<file path="config.mk">
export PLATFORM = sky130hd
export DESIGN_NAME = knn3_ram
export DESIGN_NICKNAME = d
export VERILOG_FILES = /design/src/sv/knn3_ram.sv
export SDC_FILE = /design/constraint.sdc
export NUM_CORES = 1
export LEC_CHECK = 0
export CORE_UTILIZATION = 45
export DETAILED_ROUTE_END_ITERATION = 6
export DONT_BUFFER_PORTS = 1
export PLACE_DENSITY_LB_ADDON = 0.3
export SETUP_SLACK_MARGIN = 0.5
export SLEW_MARGIN = 10
export SYNTH_ARGS = -nofsm -noshare
export SYNTH_HDL_FRONTEND = slang
export SYNTH_SLANG_ARGS = --single-unit
</file>
<file path="constraint.sdc">
create_clock -name clock -period 2.5 [get_ports clock]
set_input_delay 0.5 -clock clock [delete_from_list [all_inputs] [get_ports clock]]
set_output_delay 0.5 -clock clock [all_outputs]
set_load 0.01 [all_outputs]
</file>
<file path="src/sv/knn3_ram.sv">
// ----------------------------------------------------------------------------
// knn3_ram
// Generic simple dual-port RAM: one write port, one registered read port.
// ----------------------------------------------------------------------------
`default_nettype none

module knn3_ram #(
   parameter int WIDTH = 8,
   parameter int DEPTH = 16
) (
   input  wire logic                     clock,
   input  wire logic                     we,
   input  wire logic [$clog2(DEPTH)-1:0] waddr,
   input  wire logic [WIDTH-1:0]         wdata,
   input  wire logic [$clog2(DEPTH)-1:0] raddr,
   output logic      [WIDTH-1:0]         rdata
);

   logic [WIDTH-1:0] mem [DEPTH];

   always_ff @(posedge clock) begin
      if (we) begin
         mem[waddr] <= wdata;
      end
      rdata <= mem[raddr];
   end

endmodule

`default_nettype wire

</file>
* Word-level counts from Yosys, hierarchy flattened
Memory sizes are Yosys's and may differ from the RTL's. A register that Yosys moved wholly into a read port is not among the register bits. Index checks and enable logic that the tools add are counted.
Storage, ports and cells: input port bits 18, memories 1, bits in writable memories 128, register bits after elaboration 0
Memories:
- mem | depth 16, width 8, read ports 1, clocked after Yosys merged registers in 1, wr ports 1, RTL line 19 | logic [WIDTH-1:0] mem [DEPTH];
Operators by class: muxes and demuxes 2
Operators with widths (count):
- $mux W1 | 2

* Logic depth before layout (Yosys ltp)
depth after elaboration 2, mapped depth 5, depth with buffers taken out 3

* Least setup slack after synthesis
OpenSTA, ideal clock, no wires.
path kind input-to-reg, start point in waddr[2], end point mem mem[0][0], enable pin, buffers on the path 0, arrival 1.610 ns, setup time 0.383 ns, stages on the path 2, path slack 0.507 ns, data required time 2.117 ns, path through or3b_2 > nor3_1
RTL lines:
- start, declared | RTL line 13 | input wire logic [$clog2(DEPTH)-1:0] waddr,
- end, declared | RTL line 19
No word-level cell before the write port.

==> summary.txt <==
Clock tree
  – Maximum buffer depth of the clock tree: 2
  – Post-cts sizing count: 0
  – Source-to-sink clock delay at the later pin of the worst-skew pair: 0.41 ns
  – Hold_buf cts: 0
  – Setup Fix Bufs, Post-CTS: 0
  – Clock tree root buffer cell: sky130_fd_sc_hd__clkbuf_16
  – Clock sinks: 136
  – TritonCTS clock tree: built
  – Clock slew at the register clock pins of the worst setup and hold paths: 0.06 ns
  – Num CTS Buffers: 17
  – Htree depth: 4

Drt
  – 1st-iter DRT viols: 211
  – DRT Pass-1 Iters: 4
  – Vias after detailed routing: 2,306
  – Number of nets with antenna violations after detailed routing: 0
  – Average wire per standard cell: 23.9 um
  – Remaining routing DRC violations: 0
  – Via-per-instance ratio: 5.68
  – WL final: 9690 um

Yosys
  – Biggest area consumer among synthesized cells: sky130_fd_sc_hd__edfxtp_1
  – Post-Syn Nets: 247
  – Top cells by area, synth: sky130_fd_sc_hd__edfxtp_1, sky130_fd_sc_hd__mux4_2, sky130_fd_sc_hd__mux4_1
  – Average cell area after synthesis: 22.5 um2
  – Post-synthesis sequential area ratio: 77.8%
  – Number of distinct library cells after synthesis: 19
  – Area share of the leading cell type in the synthesized netlist: 74.7%
  – Synth Warn #: 0
  – Number of synthesized register bits: 136
  – Cell count after synthesis: 229
  – Netlist area before placement: 5150 um2

Critical path
  – Startpoint of the most critical register-to-register path: mem[0][1]$_DFFE_PP_
  – Worst setup startpoint: mem[0][1]$_DFFE_PP_
  – Worst Path Arrival: 1.78 ns
  – Crit end category: register
  – Worst Path Class, Setup: reg2reg
  – Logic depth of the worst register-to-register path: 3
  – Largest driver fanout on the critical path: 1
  – Critical path required time: 2.78 ns
  – Critical Path Start Type: register

Floorplan
  – Starting utilization of the core area: 46.9%
  – Overall die area: 11,900 um2
  – Placement row count: 38
  – Horizontal die dimension: 109 um
  – Area of the core: 11,000 um2
  – Top-Level Pins: 26
  – Height of the chip: 109 um

STA
  – Final count of negative-setup-slack endpoints: 0
  – Total negative setup slack: 0 ns
  – Final Slew Violations: 0
  – Max_slew headroom: 48.4%
  – Final period util: 60.0%
  – Worst-Margin Slew: 0.770 ns
  – Min setup slack post-route: 1.00 ns
  – Shortest clock period the worst path allows after layout: 1.50 ns
  – Maximum clock skew at final layout: 0.0128 ns
  – Hold Violations, Final: 0
  – Fmax: 667 MHz
  – Setup repair after global routing missed its margin: no

Placement
  – Port Buffers: 0
  – Worst Setup Slack post-DPL: 0.734 ns
  – Final weighted congestion of routability-driven global placement: 0.833
  – Post-detail-place hpwl: 6050 um

Power
  – IR Drop Worst-Case VDD: 0.480 mV
  – Leakage Power: 0.00195 uW
  – Power density over cell area: 868 nW/um2

Run
  – Max-cap violations: 0

Finish
  – Final Net Count: 271
  – Final antenna diode count: 0
  – P&R area growth vs syn: 15.3%
  – Most common cell after layout, fill and taps aside: sky130_fd_sc_hd__edfxtp_1
  – Commonest cells after routing, fill and taps aside: sky130_fd_sc_hd__edfxtp_1, sky130_fd_sc_hd__mux4_2, sky130_fd_sc_hd__clkbuf_16, sky130_fd_sc_hd__a22oi_1, sky130_fd_sc_hd__buf_4
  – Share of layout cells above drive strength 1: 23.3%

Global route
  – Total gr overflow: 0
  – Maximum number of pins on one net before global-route repair: 33
  – Total routing usage reported by global routing: 18.5%
  – Number of global-route vias before repair: 2,448
  – Wire length of the first global-routing pass: 14,600 um
  – Number of antenna violations at the first check in global routing: 0

Status
  – Outcome: finished, final reports clean

Min path
  – Hold path depth: 0
  – Start point of the worst min-delay path: wdata[1]
  – Worst min-delay path category: in2reg
==> critical path, cell delays in order (launching register included) <==
cell,delay [ns]
sky130_fd_sc_hd__edfxtp_1,0.36
sky130_fd_sc_hd__mux4_1,0.51
sky130_fd_sc_hd__a22oi_1,0.38
sky130_fd_sc_hd__nand2_1,0.12
==> synth_stat cells (all sizes together) <==
library cell / instances
a22oi: 16
nand2b: 2
nor3: 4
clkdlybuf4s25: 3
nor2b: 1
nand2: 9
dfxtp: 8
edfxtp: 128
buf: 7
and2: 1
mux4: 32
nand3b: 2
or3b: 1
nor2: 13
nand3: 1
and2b: 1
==> stage by stage <==
step | hold slack (ns) | instances | util [%] | area, um2 | power, uW
after floorplan | 0.599 | 229 | - | 5150 | 2740
after global placement | 0.600 | 374 | 48.7 | 5350 | 2760
after detailed placement | 0.600 | 374 | 48.7 | 5350 | 2760
after CTS | 0.176 | 406 | 54.0 | 5930 | 5190
after global routing | 0.164 | 406 | 54.0 | 5930 | 5310
final | 0.185 | 406 | 54.0 | 5930 | 5150
==> routing by layer <==
| layer | share of wire (%) | track usage, % | vias to the layer above |
|---|---|---|---|
| met2 | 50 | 28.2 | 83 |
| met5 | 0 | 0 | - |
| li1 | - | - | 1022 |
| met4 | 0.94 | 6.56 | 0 |
| met1 | 42 | 25.7 | 1197 |
| met3 | 7.2 | 4.96 | 4 |
==> flip-flops by register name, summed over array words and instances, names as in the netlist <==
| name | cells |
|---|---|
| mem | 128 |
| rdata | 8 |
==> final timing paths <==
check	end	slack, ns
worst max register to register	rdata[1]$_DFF_P_	1.00
worst max-delay path	rdata[1]$_DFF_P_	1.00
worst min register to register	rdata[7]$_DFF_P_	0.69
worst min-delay path	mem[2][1]$_DFFE_PP_	0.18
==> logic make-up (layout without fill, tap and decap cells) <==
kind of cell / after synthesis / after routing / share of synthesized area (%)
buffers and inverters: 10 / 47 / 1.68
AO/OA/AOI/OAI: 16 / 16 / 2.33
multiplexers: 32 / 32 / 15.0
AND/OR/NAND/NOR: 35 / 35 / 3.18
flip-flops: 136 / 136 / 77.8
==> area by class of cell <==
cell class              instances  area, um2
multi-input cells              83       1060
well taps                     140        175
clock inverters                14        156
clock buffers                  18        429
repair buffers                 15        113
flip-flops and latches        136       4000
fillers                       804       5050
==> power breakdown <==
part / total (uW) / switching (uW) / internal [uW]
combinational: 141 / 65.1 / 76.3
sequential: 2570 / 21.2 / 2550
clock: 2440 / 884 / 1550
Power figures use the tool's default switching activity.
