$ cat src/sv/knn3_pkg.sv
// ----------------------------------------------------------------------------
// knn3_pkg
// Shared constants, codes and types for the three-nearest-neighbour classifier.
// ----------------------------------------------------------------------------
`default_nettype none

package knn3_pkg;

   // storage geometry (the store sizes are powers of two)
   localparam int MAX_ATTRS   = 512;
   localparam int MAX_TRAIN   = 1024;
   localparam int NEIGHBOURS  = 3;
   localparam int ATTR_W      = $clog2(MAX_ATTRS);
   localparam int TRAIN_W     = $clog2(MAX_TRAIN);
   localparam int TRAIN_DEPTH = MAX_TRAIN * MAX_ATTRS;
   localparam int SLOT_W      = $clog2(NEIGHBOURS);

   // field and register widths
   localparam int CMD_W        = 2;
   localparam int FEAT_W       = 16;
   localparam int LABEL_W      = 8;
   localparam int ATTR_CNT_W   = 10;
   localparam int TRAIN_CNT_W  = 11;
   localparam int CSR_ADDR_W   = 1;
   localparam int CSR_DATA_W   = 11;
   localparam int DIFF_W       = FEAT_W + 1;
   localparam int SQ_W         = 2 * DIFF_W;
   localparam int DIST_W       = 43;
   localparam int REQ_DATA_W   = 32;
   localparam int RSP_DATA_W   = 24;

   // register indexes
   localparam logic [CSR_ADDR_W-1:0] CSR_ATTR_COUNT  = 1'b0;
   localparam logic [CSR_ADDR_W-1:0] CSR_TRAIN_COUNT = 1'b1;

   typedef enum logic [CMD_W-1:0] {
      CMD_TRAIN = 2'd0,
      CMD_MASK  = 2'd1,
      CMD_QUERY = 2'd2,
      CMD_NONE  = 2'd3
   } cmd_type;

   typedef enum logic [2:0] {
      ST_CLEAR,
      ST_IDLE,
      ST_SEARCH,
      ST_DRAIN,
      ST_LABEL,
      ST_LWAIT,
      ST_VOTE
   } state_type;

   // control that travels alongside one element through the distance pipe
   typedef struct packed {
      logic               valid;
      logic               first;
      logic               last;
      logic               zero;
      logic [TRAIN_W-1:0] idx;
   } elem_ctl_type;

endpackage

`default_nettype wire

$ cat src/sv/knn3_mac.sv
// ----------------------------------------------------------------------------
// knn3_mac
// Shared difference, square and accumulate unit; emits one distance per vector.
// ----------------------------------------------------------------------------
`default_nettype none

module knn3_mac (
   input  wire logic                            clock,
   input  wire logic                            reset,
   input  wire knn3_pkg::elem_ctl_type          ctl_i,
   input  wire logic [knn3_pkg::FEAT_W-1:0]     query_i,
   input  wire logic [knn3_pkg::FEAT_W-1:0]     train_i,
   input  wire logic                            mask_i,
   output logic      [knn3_pkg::DIST_W-1:0]     dist_o,
   output logic      [knn3_pkg::TRAIN_W-1:0]    dist_idx_o,
   output logic                                 dist_valid_o,
   output logic                                 busy_o
);

   import knn3_pkg::*;

   elem_ctl_type              ctl_a_ff, ctl_b_ff, ctl_c_ff;
   logic signed [DIFF_W-1:0]  diff;
   logic signed [DIFF_W-1:0]  diff_b_ff;
   logic signed [SQ_W-1:0]    sq_c_ff;
   logic        [DIST_W-1:0]  acc_ff, acc_in;
   logic        [TRAIN_W-1:0] idx_ff;
   logic                      done_ff;

   // ctl_a lines up with the registered RAM outputs
   assign diff = $signed({query_i[FEAT_W-1], query_i}) - $signed({train_i[FEAT_W-1], train_i});

   assign acc_in = (ctl_c_ff.first ? '0 : acc_ff) + DIST_W'(unsigned'(sq_c_ff));

   always_ff @(posedge clock) begin
      if (reset) begin
         ctl_a_ff <= '0;
         ctl_b_ff <= '0;
         ctl_c_ff <= '0;
         done_ff  <= 1'b0;
      end else begin
         ctl_a_ff <= ctl_i;
         ctl_b_ff <= ctl_a_ff;
         ctl_c_ff <= ctl_b_ff;
         done_ff  <= ctl_c_ff.valid & ctl_c_ff.last;
      end
   end

   always_ff @(posedge clock) begin
      diff_b_ff <= (mask_i && !ctl_a_ff.zero) ? diff : '0;
      sq_c_ff   <= diff_b_ff * diff_b_ff;
      if (ctl_c_ff.valid) begin
         acc_ff <= acc_in;
         idx_ff <= ctl_c_ff.idx;
      end
   end

   assign dist_o       = acc_ff;
   assign dist_idx_o   = idx_ff;
   assign dist_valid_o = done_ff;
   assign busy_o       = ctl_a_ff.valid | ctl_b_ff.valid | ctl_c_ff.valid | done_ff;

endmodule

`default_nettype wire

$ cat config.mk
export PLATFORM = sky130hd
export DESIGN_NAME = knn3_mac
export DESIGN_NICKNAME = d
export VERILOG_FILES = /design/src/sv/knn3_pkg.sv /design/src/sv/knn3_mac.sv
export SDC_FILE = /design/constraint.sdc
export NUM_CORES = 1
export LEC_CHECK = 0
export ABC_AREA = 1
export BUFFER_PORTS_ARGS = -buffer_cell sky130_fd_sc_hd__buf_4
export CORE_AREA = 2 2 223 225
export DETAILED_ROUTE_END_ITERATION = 8
export DIE_AREA = 0 0 225 227
export PLACE_DENSITY = 0.53
export SLEW_MARGIN = 10
export SYNTH_ARGS = -nofsm -noshare
export SYNTH_HDL_FRONTEND = slang
export SYNTH_SLANG_ARGS = --single-unit
$ cat constraint.sdc
create_clock -name clock -period 12.35 [get_ports clock]
set_input_delay 1.235 -clock clock [delete_from_list [all_inputs] [get_ports clock]]
set_output_delay 1.235 -clock clock [all_outputs]
set_load 0.005 [all_outputs]
# Word-level counts from Yosys, hierarchy flattened
# Index checks and enable logic that the tools add are counted.
# classes
eq_ne,0
n_reduce_logical,2
n_mul,1
n_lt_le_gt_ge,0
addsub,2
shift,0
n_bitwise,4
n_mux,1
div,0
# ops
cell,count
$add 43x34->43,1
$mux 43,1
$mul 17x17->34,1
$sub 16x16->17,1
$or 1x1->1,3
$and 1x1->1,1
$logic_and 1x1->1,1
$logic_not 1->1,1
# word_totals
mem_bits_rw,0
ff_bits,145
out_inout_bits,55
in_bits,49
n_memories,0
latchBits,0
romBits,0

# Depth between registers and ports, before layout
# depth
ltp_word,3
ltp_mapped,29

# Least setup slack after synthesis
# Ideal clock, no wire load.
# synth_timing
path_kind,reg2reg
startpoint,register diff_b_ff[2]
endpoint,register sq_c_ff[33]
t_required_ns,12.238
period_less_slack_ns,5.641
setup_slack_ns,6.709
stages_incl_launch_ff,23
setup_ns,0.112
t_arrival_ns,5.529
cell_sequence,dfxtp_1 clkbuf_1 clkbuf_1 nand2_1 inv_1 fa_1 fa_1 inv_1 fa_1 inv_1 fa_1 fa_1 inv_1 fa_1 inv_1 ha_1 a21oi_1 o21ai_0 a21o_1 nor2_1 nand2_1 nand2_1 nand2_1
# synth_via
elab_chain_len,1
# synth_rtl
element,line_no,source
start: declaration,knn3_mac.sv:24,logic signed [DIFF_W-1:0] diff_b_ff;
start signal: assignment,knn3_mac.sv:50,diff_b_ff <= (mask_i && !ctl_a_ff.zero) ? diff : '0;
$mul 17x17->34,knn3_mac.sv:51,sq_c_ff <= diff_b_ff * diff_b_ff;
end signal: assignment,knn3_mac.sv:51,
end: declaration,knn3_mac.sv:25,logic signed [SQ_W-1:0] sq_c_ff;
# No other way between the ends.
# A chain may end at the register's enable or synchronous reset.

# Worst setup path after layout
# layout_timing
startpoint,register diff_b_ff[16]
endpoint,register sq_c_ff[22]
# Same word-level chain as after synthesis.

==> results.toml <==
[place]
pre_cts_slack_ns = 5.753
dp.cells = 3311
place_congestion = 0.9152
hpwl_mm = 42.30
place_area_um2 = 20620
numPortBuffers = 103

[power]
p_sw_share_pct = 51.48
clockPowerShare_pct = 16.4
leakagePower_nw = 12.33
p_comb_share_pct = 62.9
p_seq_share_pct = 20.7
total_power_mw = 3.304
p_int_mw = 1.603
vdd_ir_drop_max_uv = 95.07
powerDensity_nw_per_um2 = 155.6
switchingPower_mw = 1.701

[logic_synthesis]
mappedNetlistArea_um2 = 19220
async_reset_ff_share_pct = 0
ys_ff_latch = 144
synth_cell_type_count = 41
seq_area_frac_synth_pct = 17.76
yosysWarnings = 0
synth_ff_type = "dfxtp_1"
synth_edf_count = 53
netlist_top_cells_area = "fa_1 (28%), inv_1 (14%), nand2_1 (14%)"
yosysMostFrequentCell = "inv_1"
yosysTopAreaCellShare_pct = 27.71
syn_inst = 2627
postSynthAreaPerCell_um2 = 7.316
synth_common_cells = "inv_1 (740), nand2_1 (696), fa_1 (266), nor2_1 (222), ha_1 (142)"
synth.largest_area_cell = "fa_1"
syn_nets = 3084

[clocking]
cts_tree = "built"
cts_max_level = 4
post_cts_buffers = 0
cts.path.max_buffers = 2
ctsHoldBuffers = 0
ctsResizeCount = 0
cts_num_sinks = 144
clockRootBuffer = "clkbuf_16"
clk_pin_slew_worst_paths_ns = 0.08
cts-buffers-inserted = 17
clk_latency_ns = 0.49

[floorplanning]
initial_core_util_pct = 39.59
die-area_um2 = 51080
ios = 104
coreArea_um2 = 48550
die_w_um = 225
num_rows = 81
die_h_um = 227

[timing]
finalSetupTns_ns = 0
relSlewSlack_pct = 27.37
fin_ws_ns = 5.685
hold_viol = 0
finalSetupViolations = 0
worst_pin_slew_ns = 1.088
clock.fmax_mhz = 150.0
min_period_ns = 6.665
whs_ns = 0.3998
timing.final.crit_share_pct = 53.96
rsz0062_at_grt = "no"
clock_skew_ns = 0.01492
slew_violations = 0

[global_routing]
grt_pass1_wl_mm = 82.99
track_usage_pct = 21.03
grt_pass1_vias = 16060
grt-ovfl-total = 0
grt_max_degree = 55
antenna_found_initial = 0

[setup_path]
path_max_fanout = 25
required_ns = 12.71
cp.arrival_ns = 7.02
endpoint_kind = "flip-flop"
critical_path_class = "reg2reg"
cp-start-kind = "flip-flop"

[run]
maxCapViolCount = 0

[layout]
post-route-util_pct = 43.74
design_area_um2 = 21230
drive_gt1_share_pct = 7.865
area_growth_syn_to_layout_pct = 10.48
diodes = 0
fillers = 5015
finalNonFillerCells = 3343
fin_nets = 3165

[drt]
ant_nets = 0
drt-initial-drc-count = 768
drc_errors = 0
drt-pass1-iter-count = 6
postRouteWirelength_mm = 49.59
wire_per_inst_um = 14.83
vias = 15510
vias_per_cell = 4.638

[outcome]
status = "complete, no violations"

[worst_hold_path]
hold_path_class = "reg2reg"
-- worst paths after layout --
kind | startpoint | to | slack (ns) | depth (start not counted)
max | diff_b_ff[16] | sq_c_ff[22] | 5.69 | 19
min | ctl_c_ff[1] | dist_idx_o[1] | 0.40 | 0
max reg2reg | diff_b_ff[16] | sq_c_ff[22] | 5.69 | 19
min reg2reg | ctl_c_ff[1] | dist_idx_o[1] | 0.40 | 0
-- cell usage in the layout (no fill, tap or decap), drive strengths merged, types with 34 or more instances in the layout --
master,Yosys,final
ha,142,142
buf,5,109
nand2,711,711
nor2,248,248
o21ai,34,34
xor2,39,39
edfxtp,53,53
nand3,89,89
a21oi,80,80
fa,266,266
dfxtp,91,91
inv,748,757
-- sequential cells by signal, indices dropped and copies added, names as in the netlist --
signal,cells
ctl_a_ff,14
ctl_b_ff,13
ctl_c_ff,13
diff_b_ff,17
dist_idx_o,10
dist_o,43
dist_valid_o,1
sq_c_ff,33
-- final cells by class --
type / count / area [um^2] / share of cell area [%]
Tap cell: 622 / 778.2 / 3.665
Sequential cell: 144 / 3415 / 16.08
Clock inverter: 15 / 182.7 / 0.8603
Multi-Input combinational cell: 1685 / 12790 / 60.26
Timing Repair Buffer: 109 / 818.3 / 3.854
Inverter: 751 / 2819 / 13.28
Clock buffer: 17 / 425.4 / 2.004
-- kinds of logic (layout without fill, tap and decap cells) --
kind of cell / after synthesis / in the layout / share of synthesized area (%)
AND/OR/NAND/NOR: 1097 / 1097 / 23.70
buffers and inverters: 798 / 892 / 15.66
adder cells (fa/ha/maj): 408 / 408 / 36.95
flip-flops: 144 / 144 / 17.76
AO/OA/AOI/OAI: 134 / 134 / 3.828
XOR/XNOR: 46 / 46 / 2.096
-- layer usage --
metal | global-route usage [%] | up-vias | wire [um]
met2 | 35.17 | 277 | 23320
met4 | 4.273 | 0 | 518
met5 | 0 | - | 0
li1 | - | 7807 | -
met1 | 29.10 | 7389 | 23740
met3 | 3.085 | 33 | 2015
-- worst max-delay path, stage by stage (launching register included) --
cell	delay [ns]
dfxtp_1	0.96
clkinv_1	0.62
or2_2	0.46
fa_1	0.48
inv_1	0.05
fa_1	0.45
fa_1	0.51
fa_1	0.42
fa_1	0.49
inv_1	0.05
fa_1	0.47
inv_1	0.04
ha_1	0.38
nand2_1	0.15
nor2_1	0.16
inv_1	0.08
nor2_1	0.24
nand4_1	0.27
nand3_1	0.16
nand2_1	0.09
-- power groups by stage --
| stage | Combinational, mW | Sequential, mW | Clock [mW] |
|---|---|---|---|
| after global routing | 2.43 | 0.692 | 0.578 |
| after floorplan | 1.56 | 0.639 | 0 |
| after global placement | 2.08 | 0.700 | 0 |
| after CTS | 2.10 | 0.688 | 0.564 |
| final | 2.08 | 0.683 | 0.543 |
| after detailed placement | 2.09 | 0.698 | 0 |
Note: power is estimated with default switching activity, not from simulation.
