### src/sv/knn3_pkg.sv
// ----------------------------------------------------------------------------
// knn3_pkg
// Shared constants, codes and types for the three-nearest-neighbour classifier.
// ----------------------------------------------------------------------------
`default_nettype none

package knn3_pkg;

   // storage geometry (the store sizes are powers of two)
   localparam int MAX_ATTRS   = 512;
   localparam int MAX_TRAIN   = 1024;
   localparam int NEIGHBOURS  = 3;
   localparam int ATTR_W      = $clog2(MAX_ATTRS);
   localparam int TRAIN_W     = $clog2(MAX_TRAIN);
   localparam int TRAIN_DEPTH = MAX_TRAIN * MAX_ATTRS;
   localparam int SLOT_W      = $clog2(NEIGHBOURS);

   // field and register widths
   localparam int CMD_W        = 2;
   localparam int FEAT_W       = 16;
   localparam int LABEL_W      = 8;
   localparam int ATTR_CNT_W   = 10;
   localparam int TRAIN_CNT_W  = 11;
   localparam int CSR_ADDR_W   = 1;
   localparam int CSR_DATA_W   = 11;
   localparam int DIFF_W       = FEAT_W + 1;
   localparam int SQ_W         = 2 * DIFF_W;
   localparam int DIST_W       = 43;
   localparam int REQ_DATA_W   = 32;
   localparam int RSP_DATA_W   = 24;

   // register indexes
   localparam logic [CSR_ADDR_W-1:0] CSR_ATTR_COUNT  = 1'b0;
   localparam logic [CSR_ADDR_W-1:0] CSR_TRAIN_COUNT = 1'b1;

   typedef enum logic [CMD_W-1:0] {
      CMD_TRAIN = 2'd0,
      CMD_MASK  = 2'd1,
      CMD_QUERY = 2'd2,
      CMD_NONE  = 2'd3
   } cmd_type;

   typedef enum logic [2:0] {
      ST_CLEAR,
      ST_IDLE,
      ST_SEARCH,
      ST_DRAIN,
      ST_LABEL,
      ST_LWAIT,
      ST_VOTE
   } state_type;

   // control that travels alongside one element through the distance pipe
   typedef struct packed {
      logic               valid;
      logic               first;
      logic               last;
      logic               zero;
      logic [TRAIN_W-1:0] idx;
   } elem_ctl_type;

endpackage

`default_nettype wire

### src/sv/knn3_rank.sv
// ----------------------------------------------------------------------------
// knn3_rank
// Sorted list of the three smallest distances and the neighbour vote.
// ----------------------------------------------------------------------------
`default_nettype none

module knn3_rank (
   input  wire logic                            clock,
   input  wire logic                            reset,
   input  wire logic                            clear_i,
   input  wire logic                            dist_valid_i,
   input  wire logic [knn3_pkg::DIST_W-1:0]     dist_i,
   input  wire logic [knn3_pkg::TRAIN_W-1:0]    idx_i,
   input  wire logic [knn3_pkg::LABEL_W-1:0]    labels_i [knn3_pkg::NEIGHBOURS],
   input  wire logic [knn3_pkg::SLOT_W-1:0]     filled_i,
   output logic      [knn3_pkg::TRAIN_W-1:0]    best_idx_o [knn3_pkg::NEIGHBOURS],
   output logic      [knn3_pkg::LABEL_W-1:0]    class_o,
   output logic      [knn3_pkg::TRAIN_W-1:0]    nearest_o
);

   import knn3_pkg::*;

   logic [DIST_W-1:0]  best_d_ff [NEIGHBOURS];
   logic [TRAIN_W-1:0] best_i_ff [NEIGHBOURS];
   logic               le0, le1, le2;
   logic [LABEL_W-1:0] l0, l1, l2, min01, min012;

   // list stays ascending, so the first slot that is not smaller takes the new
   // entry and the rest move down; equal distances go in front
   assign le0 = dist_i <= best_d_ff[0];
   assign le1 = dist_i <= best_d_ff[1];
   assign le2 = dist_i <= best_d_ff[2];

   always_ff @(posedge clock) begin
      if (reset || clear_i) begin
         for (int j = 0; j < NEIGHBOURS; j++) begin
            best_d_ff[j] <= '1;
            best_i_ff[j] <= '0;
         end
      end else if (dist_valid_i) begin
         best_d_ff[0] <= le0 ? dist_i : best_d_ff[0];
         best_i_ff[0] <= le0 ? idx_i  : best_i_ff[0];
         best_d_ff[1] <= le0 ? best_d_ff[0] : (le1 ? dist_i : best_d_ff[1]);
         best_i_ff[1] <= le0 ? best_i_ff[0] : (le1 ? idx_i  : best_i_ff[1]);
         best_d_ff[2] <= le1 ? best_d_ff[1] : (le2 ? dist_i : best_d_ff[2]);
         best_i_ff[2] <= le1 ? best_i_ff[1] : (le2 ? idx_i  : best_i_ff[2]);
      end
   end

   assign best_idx_o = best_i_ff;

   assign l0     = labels_i[0];
   assign l1     = labels_i[1];
   assign l2     = labels_i[2];
   assign min01  = (l0 <= l1) ? l0 : l1;
   assign min012 = (l2 < min01) ? l2 : min01;

   always_comb begin
      case (filled_i)
         2'd0:    class_o = '0;
         2'd1:    class_o = l0;
         2'd2:    class_o = min01;
         default: begin
            if (l0 == l1 || l0 == l2) begin
               class_o = l0;
            end else if (l1 == l2) begin
               class_o = l1;
            end else begin
               class_o = min012;
            end
         end
      endcase
   end

   assign nearest_o = (filled_i != '0) ? best_i_ff[0] : '0;

endmodule

`default_nettype wire

### config.mk
export PLATFORM = sky130hd
export DESIGN_NAME = knn3_rank
export DESIGN_NICKNAME = d
export VERILOG_FILES = /design/src/sv/knn3_pkg.sv /design/src/sv/knn3_rank.sv
export SDC_FILE = /design/constraint.sdc
export NUM_CORES = 1
export LEC_CHECK = 0
export ABC_CLOCK_PERIOD_IN_PS = 10700
export BUFFER_PORTS_ARGS = -buffer_cell sky130_fd_sc_hd__buf_4
export CORE_ASPECT_RATIO = 1.25
export CORE_MARGIN = 2
export CORE_UTILIZATION = 64
export CTS_CLUSTER_SIZE = 28
export DETAILED_ROUTE_END_ITERATION = 8
export PLACE_DENSITY_LB_ADDON = 0.08
export SYNTH_ARGS = -nofsm -noshare
export SYNTH_HDL_FRONTEND = slang
export SYNTH_SLANG_ARGS = --single-unit
### constraint.sdc
create_clock -name clock -period 10.7 [get_ports clock]
set_clock_uncertainty 0.15 [all_clocks]
set_input_delay 2.14 -clock clock [delete_from_list [all_inputs] [get_ports clock]]
set_output_delay 2.14 -clock clock [all_outputs]
set_load 0.05 [all_outputs]
; Yosys cells after proc, flatten, opt, wreduce, memory -nomap -nowiden
; Memories as Yosys holds them, arrays and structs flattened.
; Cells that the tools add are included.
[word_totals]
regBits = 30
ram_bits = 129
in_bits = 83
out_inout_bits = 48
word_cells = 49
n_memories = 1
[op_classes]
n_lt_le_gt_ge = 5
n_eq_ne = 5
n_mux = 23
bitwise_logic = 3
n_reduce_logical = 9
[memory_table]
columns = memory, depth, word_bits, rd, rd_ports_with_merged_regs, wr, line_no
row1 = best_d_ff, 3, 43, 3, 0, 3, knn3_rank.sv:23  ; logic [DIST_W-1:0] best_d_ff [NEIGHBOURS];
[op_table]
columns = cell, n
row1 = 2-to-1 mux 43 bit, 8
row2 = less-or-equal comparator 43 bit, 3
row3 = 2-to-1 mux 10 bit, 5
row4 = 2-to-1 mux 8 bit, 4
row5 = equality test 8 bit, 3
row6 = case mux 8 bit (3 select lines), 1
row7 = less-or-equal comparator 8 bit, 1
row8 = less-than comparator 8 bit, 1
row9 = AND reduction 2 bit, 3
row10 = nonzero test 2 bit, 3
row11 = 2-to-1 mux 1 bit, 5
row12 = bitwise OR 1 bit, 3
row13 = "equality test 2 x 1 -> 1 bit, second input constant", 1
row14 = "equality test 2 bit, second input constant", 1
row15 = logical NOT 2 bit, 1
row16 = logical OR 1 bit, 2

; Depth between registers and ports, before layout
[logic_depth]
depth_word = 7
depth_mapped = 18
mapped_depth_nobuf = 17

; Worst setup path after synthesis
; OpenSTA, ideal clock, no wires.
[synth_path]
path_type = input port to output port
from = input port labels_i[9] in the netlist's numbering
to = output port class_o[7] in the netlist's numbering
arrival_ps = 5926
t_required_ps = 8410
path_slack_ps = 2484
cell_stages = 17
path_buffers = 1
path_cell_list = inv_1 ha_1 nor2b_1 o21a_1 o21a_1 o211ai_1 nand2_1 mux2_2 inv_1 ha_1 nand4_1 a21oi_1 a21boi_0 a211oi_1 nor2b_1 clkbuf_1 a211oi_1
[synth_via]
elab_chain_len = 7
word_cells_on_any_way = 10
classes_between = 2 x order compare / 2 x eq/ne / 5 x mux / 1 x reduce/logical
[synth_rtl]
columns = item, line_no
row1 = start: declaration, knn3_rank.sv:14  ; input wire logic [knn3_pkg::LABEL_W-1:0] labels_i [knn3_pkg::NEIGHBOURS],
row2 = less-or-equal comparator 8 bit, knn3_rank.sv:55  ; assign min01 = (l0 <= l1) ? l0 : l1;
row3 = 2-to-1 mux 8 bit, knn3_rank.sv:55
row4 = less-than comparator 8 bit, knn3_rank.sv:56  ; assign min012 = (l2 < min01) ? l2 : min01;
row5 = 2-to-1 mux 8 bit, knn3_rank.sv:56
row6 = 2-to-1 mux 8 bit, knn3_rank.sv:66  ; end else if (l1 == l2) begin
row7 = 2-to-1 mux 8 bit, knn3_rank.sv:64  ; if (l0 == l1 || l0 == l2) begin
row8 = case mux 8 bit (3 select lines) (*), knn3_rank.sv:59  ; case (filled_i)
row9 = end: declaration, knn3_rank.sv:17  ; output logic [knn3_pkg::LABEL_W-1:0] class_o,
; Mark *: on every way between the ends. The rest lies on a longest branch, timed or not.

; Worst setup path in the final report
[layout_path]
from = input port labels_i[13] in the netlist's numbering
to = output port class_o[3] in the netlist's numbering
; Same word-level chain as after synthesis.

==> results_dict.tcl <==
set metrics [dict create \
    outcome "complete, no violations" \
    hold_buffers 0 \
    die_x_um 121 \
    clkSinkCount 159 \
    max_cap_viol_count 0 \
    routed_via_density 6.13 \
    min_path_type "reg -> reg" \
    clock_tree.root_cell "clkbuf_16" \
    crit_type "in -> out" \
    ys_ff_latch 159 \
    grt_pass1_vias 8907 \
    yosysMostFrequentCell "inv_1" \
    antenna_left 0 \
    final_core_util_pct 75.6 \
    synth_area_leaders "edfxtp_1 35%, ha_1 16%, o211ai_1 6.2%" \
    holdWs_ns 0.337 \
    ys_seq_area_share_pct 40.8 \
    r2r_slack_ns 5.94 \
    synth_cells 1128 \
    crit_path_max_fanout 8 \
    crit_path_end "class_o[3]" \
    numCtsBuffers 17 \
    cp_data_required_time_ns 8.41 \
    antennaDiodeCount 0 \
    cp-end-kind "output port" \
    io_buffers 130 \
    nets 1461 \
    synth_edf_count 129 \
    synth_cell_types 56 \
    io_pins 131 \
    rows 53 \
    syn_avg_cell_area_um2 9.72 \
    slew_violations 0 \
    yosysTopAreaCell "edfxtp_1" \
    max-vdd-ir-drop_mv 0.0934 \
    yosysTopAreaCellShare_pct 35.3 \
    die_area_um2 18200 \
    async_flop_share_pct 0 \
    rsz0062_at_grt "no" \
    drc 0 \
    regToRegEndpoint "best_d_ff[0][115]$_SDFFCE_PN1P_" \
    hold_viol_final 0 \
    worst_pin_slew_ns 1.16 \
    post_cts_buffers 0 \
    routed_wl_mm 26.5 \
    synth_area_um2 11000 \
    dp_cells 1435 \
    syn-num-nets 1355 \
    drt_iter0_markers 543 \
    cts.htree.levels 4 \
    period_minus_slack_ns 8.35 \
    drive_above_1_share_pct 14.9 \
    gp_congestion 0.839 \
    period_share_pct 78.1 \
    setup_viol 0 \
    wl_met1_mm 10.5 \
    crit_path_start_kind "input pin" \
    leakage_uw 0.00597 \
    clockBufferDepth 2 \
    clk_latency_ns 0.43 \
    overflow 0 \
    num_vias 8992 \
    synth_common_cells "153 x inv_1, 144 x ha_1, 136 x nand2_1" \
    antenna_found_initial 0 \
    grt_use_total_pct 29.6 \
    ys.flop_type "edfxtp_1" \
    grt_max_degree 99 \
    routedWlPerCell_um 18.1 \
    grt_first_pass_wirelength_mm 42.5 \
    setup_tns_ns 0 \
    hpwlAfterDp_mm 18.7 \
    cts_tree "yes" \
    synth_warnings 0 \
    timing.rr.start "best_d_ff[0][51]$_SDFFCE_PN1P_" \
    reg2regPathDepth 11 \
    stdcell_count 1467 \
    drt-pass1-iter-count 5 \
    wl_met2_mm 13.7 \
    power_density_nw_per_um2 121 \
    met3_length_mm 1.51 \
    fmax_mhz 120 \
    syn_to_final_growth_pct 15.7 \
    cp.arrival_ns 6.06 \
    core-area_um2 16800 \
    start_util_pct 65.4 \
    slew_headroom_pct 22.3 \
    topRoutingLayerUsed "met4" \
    path_clk_slew_ns 0.07 \
    cts_resized 0 \
    crit_path_start "labels_i[13]" \
    die_h_um 150 \
]
==> logic make-up (layout without fill, tap and decap cells) <==
group           Yosys count  after routing  synth area share (%)
buf+inv                 203            322                  7.12
fa+ha+maj               144            144                  16.4
compound gates          274            274                  17.9
flops                   159            159                  40.8
simple gates            305            305                  13.9
xor+xnor                 16             16                  1.28
mux                      27             27                  2.54
==> worst min path at each step <==
stage                                  start                              to  slack, ns  cells past startpoint
2_1_floorplan  best_d_ff[0][0]$_SDFFCE_PN1P_  best_d_ff[0][43]$_SDFFCE_PN1P_       0.39                      2
3_3_place_gp     best_idx_o[28]$_SDFFE_PP0P_     best_idx_o[28]$_SDFFE_PP0P_       0.32                      2
3_5_place_dp     best_idx_o[29]$_SDFFE_PP0P_     best_idx_o[29]$_SDFFE_PP0P_       0.33                      2
4_1_cts          best_idx_o[28]$_SDFFE_PP0P_     best_idx_o[28]$_SDFFE_PP0P_       0.34                      2
5_1_grt          best_idx_o[28]$_SDFFE_PP0P_     best_idx_o[28]$_SDFFE_PP0P_       0.36                      2
6_report         best_idx_o[28]$_SDFFE_PP0P_     best_idx_o[28]$_SDFFE_PP0P_       0.34                      2
==> sequential cells by signal (all words and copies together) (netlist names) <==
| name | count |
|---|---|
| best_idx_o | 30 |
| best_d_ff | 129 |
==> layer usage <==
layer  GRT usage (%)  vias up
met5               0        -
met4            12.0        0
met3            5.27       58
met2            53.3      295
met1            34.6     4290
li1                -     4349
==> through the flow <==
step | instance area (um^2) | power, uW | setup slack [ns]
4_1_cts | 12700 | 1530 | 2.36
3_5_place_dp | 12100 | 916 | 2.36
2_1_floorplan | 11000 | 826 | 2.48
6_report | 12700 | 1530 | 2.35
5_1_grt | 12700 | 1580 | 2.09
3_3_place_gp | 12100 | 912 | 2.41
==> power by group <==
group	leakage, uW	internal, uW	total [uW]	switching [uW]
registers	0.00126	675	680	4.76
clock network	0.000278	369	624	255
logic	0.00444	84.1	225	141
==> cell type report <==
class                      instances  area, um^2
sequential                       159        4470
clock inverter                    12         158
tap                              220         275
multi-input combinational        766        5730
fill                            1221        4100
inverter                         153         574
timing repair buffer             137        1030
clock buffer                      20         437
==> worst max-delay path, cell delays in order <==
cell	delay, ns
buf_4	0.10
inv_1	0.04
ha_1	0.32
a21o_1	0.16
a21o_1	0.16
a21oi_1	0.20
o21bai_1	0.16
nand2_1	0.27
mux2_2	0.37
inv_1	0.06
ha_1	0.21
o21ai_0	0.16
a21oi_1	0.11
o2111a_1	0.15
a211oi_1	0.27
nor2b_1	0.70
a221o_1	0.28
buf_4	0.20
==> cell usage in the layout (no fill, tap or decap), types with 5 or more instances in the layout <==
cell type	n
a21o_1	17
a22o_1	8
o31ai_1	10
o21ai_0	27
nand4_1	22
nor2b_1	15
dfxtp_1	30
edfxtp_1	129
nor2_1	17
nand2_1	135
o2111a_1	11
or3_1	13
nor3_1	5
nand2b_1	46
xor2_1	16
buf_4	137
clkbuf_16	17
or4_1	12
mux2i_1	20
a221o_1	9
o211ai_1	91
mux2_2	7
o21a_1	14
ha_1	144
a21oi_1	54
nand3_1	14
a211oi_1	10
nor4_1	10
inv_1	153
Power figures use the tool's default switching activity.
